==> config.mk <==
export PLATFORM = sky130hd
export DESIGN_NAME = notification_attribute_tlv_parser
export DESIGN_NICKNAME = d
export VERILOG_FILES = /design/src/sv/natp_pkg.sv /design/src/sv/natp_front.sv /design/src/sv/natp_queue.sv /design/src/sv/natp_back.sv /design/src/sv/notification_attribute_tlv_parser.sv
export SDC_FILE = /design/constraint.sdc
export NUM_CORES = 1
export LEC_CHECK = 0
export BUFFER_PORTS_ARGS = -buffer_cell sky130_fd_sc_hd__buf_2
export CAP_MARGIN = 40
export CORE_MARGIN = 5
export CORE_UTILIZATION = 40
export CTS_BUF_LIST = sky130_fd_sc_hd__clkbuf_16
export CTS_CLUSTER_DIAMETER = 30
export DETAILED_ROUTE_END_ITERATION = 16
export PLACE_DENSITY = 0.62
export SYNTH_ARGS = -nofsm -noshare
export SYNTH_HDL_FRONTEND = slang
export SYNTH_HIERARCHICAL = 1
export SYNTH_SLANG_ARGS = --single-unit
==> constraint.sdc <==
create_clock -name clk -period 9.1 [get_ports clk]
set_input_delay 0.91 -clock clk [delete_from_list [all_inputs] [get_ports clk]]
set_output_delay 0.91 -clock clk [all_outputs]
set_load 0.005 [all_outputs]
==> src/sv/natp_pkg.sv <==
// Shared types and constants of the notification attribute parser.
// Used by the front parser, the request queue, the back serializer and the top level.
package natp_pkg;

  localparam int FIELD_MAX = 256;
  localparam int LIMIT_W = 9;
  localparam logic [LIMIT_W-1:0] LIMIT_CAP =
    (FIELD_MAX < 256) ? LIMIT_W'(FIELD_MAX) : LIMIT_W'(256);

  localparam int QUEUE_DEPTH = 4;
  localparam int QPTR_W = $clog2(QUEUE_DEPTH);
  localparam int QCNT_W = $clog2(QUEUE_DEPTH + 1);

  localparam logic [1:0] KIND_CHAR = 2'd0;
  localparam logic [1:0] KIND_TERM = 2'd1;
  localparam logic [1:0] KIND_STATUS = 2'd2;

  localparam logic [1:0] FIELD_APP = 2'd0;
  localparam logic [1:0] FIELD_TITLE = 2'd1;
  localparam logic [1:0] FIELD_MESSAGE = 2'd2;

  localparam logic [1:0] ST_OK = 2'd0;
  localparam logic [1:0] ST_SHORT = 2'd1;
  localparam logic [1:0] ST_BAD_CMD = 2'd2;
  localparam logic [1:0] ST_TRUNC = 2'd3;

  localparam logic [2:0] REG_CMD = 3'd0;
  localparam logic [2:0] REG_APP_ID = 3'd1;
  localparam logic [2:0] REG_TITLE_ID = 3'd2;
  localparam logic [2:0] REG_MSG_ID = 3'd3;
  localparam logic [2:0] REG_EXP_CNT = 3'd4;
  localparam logic [2:0] REG_APP_LIM = 3'd5;
  localparam logic [2:0] REG_TITLE_LIM = 3'd6;
  localparam logic [2:0] REG_MSG_LIM = 3'd7;

  typedef struct packed {
    logic [7:0] expected_command;
    logic [7:0] app_attribute_id;
    logic [7:0] title_attribute_id;
    logic [7:0] message_attribute_id;
    logic [7:0] expected_attribute_count;
    logic [LIMIT_W-1:0] app_field_limit;
    logic [LIMIT_W-1:0] title_field_limit;
    logic [LIMIT_W-1:0] message_field_limit;
  } cfg_t;

  // At most one request per accepted byte: up to a character, a terminator and a status.
  typedef struct packed {
    logic char_en;
    logic term_en;
    logic stat_en;
    logic [1:0] field;
    logic [7:0] char_pos;
    logic [7:0] char_val;
    logic [7:0] term_pos;
    logic [1:0] status;
    logic [31:0] uid;
    logic [7:0] count;
    logic complete;
  } req_t;

  typedef struct packed {
    logic [1:0] kind;
    logic [1:0] field;
    logic [7:0] pos;
    logic [7:0] val;
    logic [1:0] status;
    logic [31:0] uid;
    logic [7:0] count;
    logic complete;
    logic last;
  } res_t;

endpackage

==> src/sv/natp_front.sv <==
// Front parser: walks the packet byte by byte and turns bytes that yield results into requests.
// Depends on natp_pkg for the configuration and request types.
module natp_front (
  input  logic            clk,
  input  logic            rst_n,
  input  natp_pkg::cfg_t  cfg,
  input  logic            accept,
  input  logic [7:0]      data_byte,
  input  logic            last_byte,
  output logic            req_wr,
  output natp_pkg::req_t  req
);
  import natp_pkg::*;

  localparam logic [2:0] PH_CMD = 3'd0;
  localparam logic [2:0] PH_UID = 3'd1;
  localparam logic [2:0] PH_ID = 3'd2;
  localparam logic [2:0] PH_LLO = 3'd3;
  localparam logic [2:0] PH_LHI = 3'd4;
  localparam logic [2:0] PH_PAY = 3'd5;
  localparam logic [2:0] PH_SKIP = 3'd6;
  localparam logic [2:0] HDR_BYTES = 3'd5;

  logic [2:0]  phase_r, phase_nxt;
  logic [2:0]  hbc_r, hbc_nxt;
  logic [31:0] uid_r, uid_nxt;
  logic [7:0]  attr_r, attr_nxt;
  logic [15:0] len_r, len_nxt;
  logic [15:0] pc_r, pc_nxt;
  logic [7:0]  cnt_r, cnt_nxt;
  logic        mism_r, mism_nxt;

  logic              routed;
  logic [1:0]        field;
  logic [LIMIT_W-1:0] lim_raw, lim, lim_m1;
  logic              ch_en, fin, term_en, good;
  logic [4:0]        sh;
  logic [1:0]        status;
  logic [7:0]        term_pos;

  always_comb begin
    routed = 1'b1;
    field = FIELD_APP;
    lim_raw = cfg.app_field_limit;
    if (attr_r == cfg.app_attribute_id) begin
      field = FIELD_APP;
      lim_raw = cfg.app_field_limit;
    end else if (attr_r == cfg.title_attribute_id) begin
      field = FIELD_TITLE;
      lim_raw = cfg.title_field_limit;
    end else if (attr_r == cfg.message_attribute_id) begin
      field = FIELD_MESSAGE;
      lim_raw = cfg.message_field_limit;
    end else begin
      routed = 1'b0;
    end
    lim = (lim_raw > LIMIT_CAP) ? LIMIT_CAP : lim_raw;
    lim_m1 = lim - LIMIT_W'(1);
  end

  always_comb begin
    phase_nxt = phase_r;
    hbc_nxt = hbc_r;
    uid_nxt = uid_r;
    attr_nxt = attr_r;
    len_nxt = len_r;
    pc_nxt = pc_r;
    cnt_nxt = cnt_r;
    mism_nxt = mism_r;
    ch_en = 1'b0;
    fin = 1'b0;
    sh = {hbc_r[1:0] - 2'd1, 3'b000};
    unique case (phase_r)
      PH_CMD: begin
        mism_nxt = (data_byte != cfg.expected_command);
        hbc_nxt = 3'd1;
        phase_nxt = PH_UID;
      end
      PH_UID: begin
        uid_nxt = uid_r | ({24'b0, data_byte} << sh);
        hbc_nxt = hbc_r + 3'd1;
        if (hbc_nxt >= HDR_BYTES) begin
          phase_nxt = mism_r ? PH_SKIP : PH_ID;
        end
      end
      PH_ID: begin
        attr_nxt = data_byte;
        phase_nxt = PH_LLO;
      end
      PH_LLO: begin
        len_nxt = {8'b0, data_byte};
        phase_nxt = PH_LHI;
      end
      PH_LHI: begin
        len_nxt = {data_byte, len_r[7:0]};
        pc_nxt = '0;
        if (len_nxt == 16'd0) begin
          fin = 1'b1;
        end else begin
          phase_nxt = PH_PAY;
        end
      end
      PH_PAY: begin
        ch_en = routed && (lim != '0) && (pc_r < {7'b0, lim_m1});
        pc_nxt = pc_r + 16'd1;
        fin = (pc_nxt == len_r);
      end
      default: begin
      end
    endcase

    term_en = fin && routed && (lim != '0);
    term_pos = (len_nxt < {7'b0, lim_m1}) ? len_nxt[7:0] : lim_m1[7:0];
    if (fin) begin
      if (cnt_r != 8'd255) begin
        cnt_nxt = cnt_r + 8'd1;
      end
      phase_nxt = PH_ID;
    end

    priority if (hbc_nxt < HDR_BYTES) begin
      status = ST_SHORT;
    end else if (mism_nxt) begin
      status = ST_BAD_CMD;
    end else if (phase_nxt == PH_PAY) begin
      status = ST_TRUNC;
    end else begin
      status = ST_OK;
    end
    good = (status == ST_OK) || (status == ST_TRUNC);
  end

  always_comb begin
    req_wr = accept && (ch_en || term_en || last_byte);
    req.char_en = ch_en;
    req.term_en = term_en;
    req.stat_en = last_byte;
    req.field = field;
    req.char_pos = pc_r[7:0];
    req.char_val = data_byte;
    req.term_pos = term_pos;
    req.status = status;
    req.uid = good ? uid_nxt : 32'd0;
    req.count = good ? cnt_nxt : 8'd0;
    req.complete = good && (cfg.expected_attribute_count != 8'd0) &&
                   (cnt_nxt >= cfg.expected_attribute_count);
  end

  always_ff @(posedge clk) begin
    if (!rst_n || (accept && last_byte)) begin
      phase_r <= PH_CMD;
      hbc_r <= '0;
      uid_r <= '0;
      attr_r <= '0;
      len_r <= '0;
      pc_r <= '0;
      cnt_r <= '0;
      mism_r <= 1'b0;
    end else if (accept) begin
      phase_r <= phase_nxt;
      hbc_r <= hbc_nxt;
      uid_r <= uid_nxt;
      attr_r <= attr_nxt;
      len_r <= len_nxt;
      pc_r <= pc_nxt;
      cnt_r <= cnt_nxt;
      mism_r <= mism_nxt;
    end
  end

  a_hbc_range: assert property (@(posedge clk) disable iff (!rst_n)
    hbc_r <= HDR_BYTES)
    else $error("header byte count out of range");

  a_hdr_before_attr: assert property (@(posedge clk) disable iff (!rst_n)
    (phase_r == PH_ID || phase_r == PH_PAY || phase_r == PH_SKIP) |-> hbc_r == HDR_BYTES)
    else $error("attribute phase entered before the header was complete");

endmodule

==> src/sv/natp_queue.sv <==
// Short request queue between the front parser and the back serializer.
// Depends on natp_pkg for the request type and queue depth.
module natp_queue (
  input  logic            clk,
  input  logic            rst_n,
  input  logic            wr_en,
  input  natp_pkg::req_t  wr_data,
  input  logic            rd_en,
  output natp_pkg::req_t  rd_data,
  output logic            full,
  output logic            empty
);
  import natp_pkg::*;

  req_t              mem [QUEUE_DEPTH];
  logic [QPTR_W-1:0] wp_r, rp_r;
  logic [QCNT_W-1:0] cnt_r;

  assign full = (cnt_r == QCNT_W'(QUEUE_DEPTH));
  assign empty = (cnt_r == '0);
  assign rd_data = mem[rp_r];

  always_ff @(posedge clk) begin
    if (wr_en) begin
      mem[wp_r] <= wr_data;
    end
  end

  always_ff @(posedge clk) begin
    if (!rst_n) begin
      wp_r <= '0;
      rp_r <= '0;
      cnt_r <= '0;
    end else begin
      if (wr_en) begin
        wp_r <= (wp_r == QPTR_W'(QUEUE_DEPTH - 1)) ? '0 : wp_r + QPTR_W'(1);
      end
      if (rd_en) begin
        rp_r <= (rp_r == QPTR_W'(QUEUE_DEPTH - 1)) ? '0 : rp_r + QPTR_W'(1);
      end
      cnt_r <= cnt_r + QCNT_W'(wr_en) - QCNT_W'(rd_en);
    end
  end

  a_no_overflow: assert property (@(posedge clk) disable iff (!rst_n)
    !(wr_en && full))
    else $error("request written into a full queue");

  a_no_underflow: assert property (@(posedge clk) disable iff (!rst_n)
    !(rd_en && empty))
    else $error("request read from an empty queue");

endmodule

==> src/sv/natp_back.sv <==
// Back serializer: turns each queued request into its results, one per cycle while the output is free or popped.
// Depends on natp_pkg for the request and result types.
module natp_back (
  input  logic            clk,
  input  logic            rst_n,
  input  logic            q_empty,
  input  natp_pkg::req_t  head,
  output logic            q_rd,
  input  logic            pop,
  output logic            empty,
  output natp_pkg::res_t  res
);
  import natp_pkg::*;

  logic [2:0] done_r, done_nxt;
  logic [2:0] rem, sel;
  logic       out_v_r, load;
  res_t       res_r, res_nxt;

  assign rem = {head.stat_en, head.term_en, head.char_en} & ~done_r;
  assign load = !q_empty && (!out_v_r || pop);

  always_comb begin
    res_nxt = '0;
    priority if (rem[0]) begin
      sel = 3'b001;
      res_nxt.kind = KIND_CHAR;
      res_nxt.field = head.field;
      res_nxt.pos = head.char_pos;
      res_nxt.val = head.char_val;
    end else if (rem[1]) begin
      sel = 3'b010;
      res_nxt.kind = KIND_TERM;
      res_nxt.field = head.field;
      res_nxt.pos = head.term_pos;
    end else begin
      sel = 3'b100;
      res_nxt.kind = KIND_STATUS;
      res_nxt.status = head.status;
      res_nxt.uid = head.uid;
      res_nxt.count = head.count;
      res_nxt.complete = head.complete;
      res_nxt.last = 1'b1;
    end
    q_rd = load && ((rem & ~sel) == 3'b000);
    done_nxt = q_rd ? 3'b000 : (done_r | sel);
  end

  always_ff @(posedge clk) begin
    if (load) begin
      res_r <= res_nxt;
    end
  end

  always_ff @(posedge clk) begin
    if (!rst_n) begin
      done_r <= '0;
      out_v_r <= 1'b0;
    end else begin
      if (load) begin
        done_r <= done_nxt;
      end
      if (load) begin
        out_v_r <= 1'b1;
      end else if (pop) begin
        out_v_r <= 1'b0;
      end
    end
  end

  assign empty = !out_v_r;
  assign res = res_r;

  a_head_not_spent: assert property (@(posedge clk) disable iff (!rst_n)
    !q_empty |-> rem != 3'b000)
    else $error("queued request has no result left to send");

endmodule

==> src/sv/notification_attribute_tlv_parser.sv <==
// Notification attribute response parser, top level: configuration registers and wiring.
// Instantiates natp_front, natp_queue and natp_back; depends on natp_pkg.
// Takes one byte per cycle while full is low; full rises only when the four-entry
// request queue is full, since one byte can cause up to three results.
// Results pass the queue and output register, then leave one per cycle while pop is high.
// Synchronous reset clears parse state, queue pointers and output valid; restores config.
module notification_attribute_tlv_parser (
  input  logic                          clk,
  input  logic                          rst_n,
  input  logic                          push,
  output logic                          full,
  input  logic [7:0]                    in_data_byte,
  input  logic                          in_last_byte,
  output logic                          empty,
  input  logic                          pop,
  output logic [1:0]                    out_result_kind,
  output logic [1:0]                    out_target_field,
  output logic [7:0]                    out_char_position,
  output logic [7:0]                    out_char_value,
  output logic [1:0]                    out_parse_status,
  output logic [31:0]                   out_notif_uid,
  output logic [7:0]                    out_complete_attributes,
  output logic                          out_response_complete,
  output logic                          out_last_result,
  input  logic                          cfg_we,
  input  logic [2:0]                    cfg_index,
  input  logic [natp_pkg::LIMIT_W-1:0]  cfg_data
);
  import natp_pkg::*;

  cfg_t cfg_r;
  logic accept, req_wr, q_rd, q_empty;
  req_t req, head;
  res_t res;

  always_ff @(posedge clk) begin
    if (!rst_n) begin
      cfg_r.expected_command <= 8'd0;
      cfg_r.app_attribute_id <= 8'd0;
      cfg_r.title_attribute_id <= 8'd1;
      cfg_r.message_attribute_id <= 8'd3;
      cfg_r.expected_attribute_count <= 8'd3;
      cfg_r.app_field_limit <= LIMIT_W'(64);
      cfg_r.title_field_limit <= LIMIT_W'(64);
      cfg_r.message_field_limit <= LIMIT_W'(256);
    end else if (cfg_we) begin
      unique case (cfg_index)
        REG_CMD:       cfg_r.expected_command <= cfg_data[7:0];
        REG_APP_ID:    cfg_r.app_attribute_id <= cfg_data[7:0];
        REG_TITLE_ID:  cfg_r.title_attribute_id <= cfg_data[7:0];
        REG_MSG_ID:    cfg_r.message_attribute_id <= cfg_data[7:0];
        REG_EXP_CNT:   cfg_r.expected_attribute_count <= cfg_data[7:0];
        REG_APP_LIM:   cfg_r.app_field_limit <= cfg_data;
        REG_TITLE_LIM: cfg_r.title_field_limit <= cfg_data;
        REG_MSG_LIM:   cfg_r.message_field_limit <= cfg_data;
        default: begin
        end
      endcase
    end
  end

  assign accept = push && !full;

  natp_front u_front (
    .clk       (clk),
    .rst_n     (rst_n),
    .cfg       (cfg_r),
    .accept    (accept),
    .data_byte (in_data_byte),
    .last_byte (in_last_byte),
    .req_wr    (req_wr),
    .req       (req)
  );

  natp_queue u_queue (
    .clk     (clk),
    .rst_n   (rst_n),
    .wr_en   (req_wr),
    .wr_data (req),
    .rd_en   (q_rd),
    .rd_data (head),
    .full    (full),
    .empty   (q_empty)
  );

  natp_back u_back (
    .clk     (clk),
    .rst_n   (rst_n),
    .q_empty (q_empty),
    .head    (head),
    .q_rd    (q_rd),
    .pop     (pop),
    .empty   (empty),
    .res     (res)
  );

  assign out_result_kind = res.kind;
  assign out_target_field = res.field;
  assign out_char_position = res.pos;
  assign out_char_value = res.val;
  assign out_parse_status = res.status;
  assign out_notif_uid = res.uid;
  assign out_complete_attributes = res.count;
  assign out_response_complete = res.complete;
  assign out_last_result = res.last;

endmodule
==> qor.csv <==
metric;value;unit
synthArstFlopShare;0;
vdd_drop_max;0.1902;mV
die_w;247.2;um
drv_cap;0;
layout_commonest_cell;edfxtp_1;
dpl-instance-area;23420;um2
wl;50400;um
finalSetupViolCount;0;
drv_slew;0;
fin_nets;1824;
cts_setup_buffers;0;
pwr-share-seq;0.374;
min_to;u_front/uid_r[0]$_SDFFE_PP0P_;
htreeDepth;3;
post_cts_resized;0;
period_needed;6858;ps
clkPwrFrac;0.493;
dominantRegCellSynth;edfxtp_1;
worstHoldStart;u_front/uid_r[0]$_SDFFE_PP0P_;
ys_seq_area_frac;0.6170;
fin_hold_ws;463.5;ps
finClkSkew;39.21;ps
rsz0062_at_grt;no;
drcViolationCount;0;
status;complete, no violations;
cp.required;9380;ps
cts_tree;done;
hpwl;31180;um
final_cell_mix;edfxtp_1 (351), dfxtp_1 (165), nor2_1 (144), nand2_1 (120), mux2i_1 (106);
synth-edff-count;351;
synth_warnings;6;
ys_seq_elements;518;
dieArea;61100;um2
cp-startpoint;u_front/attr_r[5]$_SDFFE_PP0P_;
netlist_area;22500;um2
wl_per_cell;19.32;um
via_per_inst;5.278;
p_leak;10.20;nW
worst_r2r_path_depth;21;
wl_met3;3088;um
grt_pass1_wl;79650;um
start_util;0.4014;
cp.arrival;7140;ps
swShare;0.2506;
clk_latency;640;ps
drive_gt1_frac;0.2161;
startpoint_type;register;
ys_types;87;
max_slew_margin;0.4251;
syn_area_per_cell;13.51;um2
cts-root-buf;clkbuf_16;
dr.first_iter.drc_count;1127;
total_power;7.774;mW
synthesis.nets;1726;
dr_total_vias;13770;
final.period_utilization;0.7537;
routed.top_layer;met4;
criticalPathCategory;reg2reg;
clkTransAtPathRegs;50;ps
postRouteAntennaNets;0;
io_pins;92;
synthCells;1666;
antenna_found_initial;1;
hold_class;reg2reg;
areaGrowthSynthToFinish;20.15;%
core;56060;um2
p_sw;1.948;mW
met2WireLength;24310;um
tightest_slew;862.4;ps
overflow;0;
power_density;287.5;nW/um2
p_int;5.826;mW
rrSetupSlack;2240;ps
crit_fanout;28;
rows;87;
final_core_util;0.4823;
place_congestion;0.8534;
finalSetupTns;0;ps
postLayoutCellArea;27040;um2
numCtsBuffers;102;
cts_hold_buf;0;
hold_viol;0;
grt_max_degree;66;
holdPathStages;2;
p_comb_frac;0.132;
clock_sinks;518;
max_freq;145.8;MHz
r2r-start;u_front/attr_r[5]$_SDFFE_PP0P_;
crit_path_end_kind;register;
wl_met1;21630;um
die_y;247.2;um
cts_buffer_depth;3;
r2r-end;u_queue/mem[0][62]$_DFFE_PP_;
drtPass1Iterations;5;
grt_usage;0.1654;
io_buffers;91;
grt_pass1_vias;14130;
## power by group through the flow
stage	sequential, mW	combinational [mW]	clock (mW)
3_5_place_dp	2.96	1.05	0
3_3_place_gp	2.95	1.02	0
6_report	2.91	1.03	3.83
4_1_cts	2.92	1.05	3.90
2_1_floorplan	2.92	0.748	0
5_1_grt	2.94	1.13	4.03
## flip-flops by register name, indices dropped and copies added (netlist names), named ones only
name,cells
u_queue/mem,288
cfg_r,67
u_back/res,63
u_front/uid_r,32
u_front/len_r,16
u_front/pc_r,16
u_front/attr_r,8
u_front/cnt_r,8
u_back/done_r,3
u_front/hbc_r,3
u_front/phase_r,3
u_queue/cnt_r,3
u_queue/rp_r,2
u_queue/wp_r,2
u_back/out_v_r,1
u_front/mism_r,1
## cell type report
class	instances	area (um2)
sequential	518	13890
clock buffer	102	2552
multi-input combinational	986	7749
inverter	39	146.4
fill	4813	29020
antenna	1	2.502
clock inverter	89	1062
timing repair buffer	117	690.7
tap	756	945.9
## worst max path at each step
stage,to,slack [ps],cells past startpoint
2_1_floorplan,u_queue/mem[0][0]$_DFFE_PP_,2580,22
3_3_place_gp,u_queue/mem[0][61]$_DFFE_PP_,2520,21
3_5_place_dp,u_queue/mem[0][62]$_DFFE_PP_,2380,21
4_1_cts,u_queue/mem[0][47]$_DFFE_PP_,2250,21
5_1_grt,u_queue/mem[0][46]$_DFFE_PP_,1690,21
6_report,u_queue/mem[0][62]$_DFFE_PP_,2240,21
## synthesized netlist by cell type, drive strengths merged (29+ instances only)
cell type | n | area [um2]
dfxtp | 167 | 3343
nor2 | 146 | 553.0
a31oi | 39 | 265.3
xor2 | 29 | 254.0
inv | 39 | 146.4
ha | 33 | 412.9
mux2i | 106 | 1061
mux4 | 72 | 1629
xnor2 | 35 | 306.5
nand2 | 123 | 464.2
nor2b | 34 | 230.2
edfxtp | 351 | 10540
and2 | 58 | 362.9
clkbuf | 56 | 211.5
buf | 67 | 543.0
a21oi | 67 | 339.1
## logic make-up after synthesis
| group | count (synthesis) | synth area share |
|---|---|---|
| flops | 518 | 0.6170 |
| simple gates | 486 | 0.1080 |
| compound gates | 219 | 0.06733 |
| mux | 179 | 0.1200 |
| buf+inv | 162 | 0.04003 |
| xor+xnor | 67 | 0.02797 |
| fa+ha+maj | 35 | 0.01968 |
## through the flow
step | worst slack [ps] | cells
3_3_place_gp | 2521 | 2411
5_1_grt | 1694 | 2607
6_report | 2242 | 2608
2_1_floorplan | 2577 | 1666
4_1_cts | 2249 | 2607
3_5_place_dp | 2381 | 2416
## routing by layer
metal	up-vias	GRT usage
met4	0	0.06283
met2	426	0.2721
met5	-	0
met1	6830	0.2172
met3	105	0.03351
li1	6405	-
## worst max-delay path, stage by stage, from the launching register on
cell and delay [ps]:
dfxtp_1 360, xor2_1 190, nor4_2 450, nand2_1 240, a21oi_2 560, o221a_2 390, nor2_2 80, inv_1 120
ha_1 370, nand2_1 80, mux2i_1 130, a21o_1 190, ha_1 260, a21o_1 180, a21oi_1 190, nor3b_1 220
a22oi_1 120, maj3_1 370, a31oi_2 390, o31a_1 340, and2_2 750, buf_4 490
(Power assumes the default switching activity.)
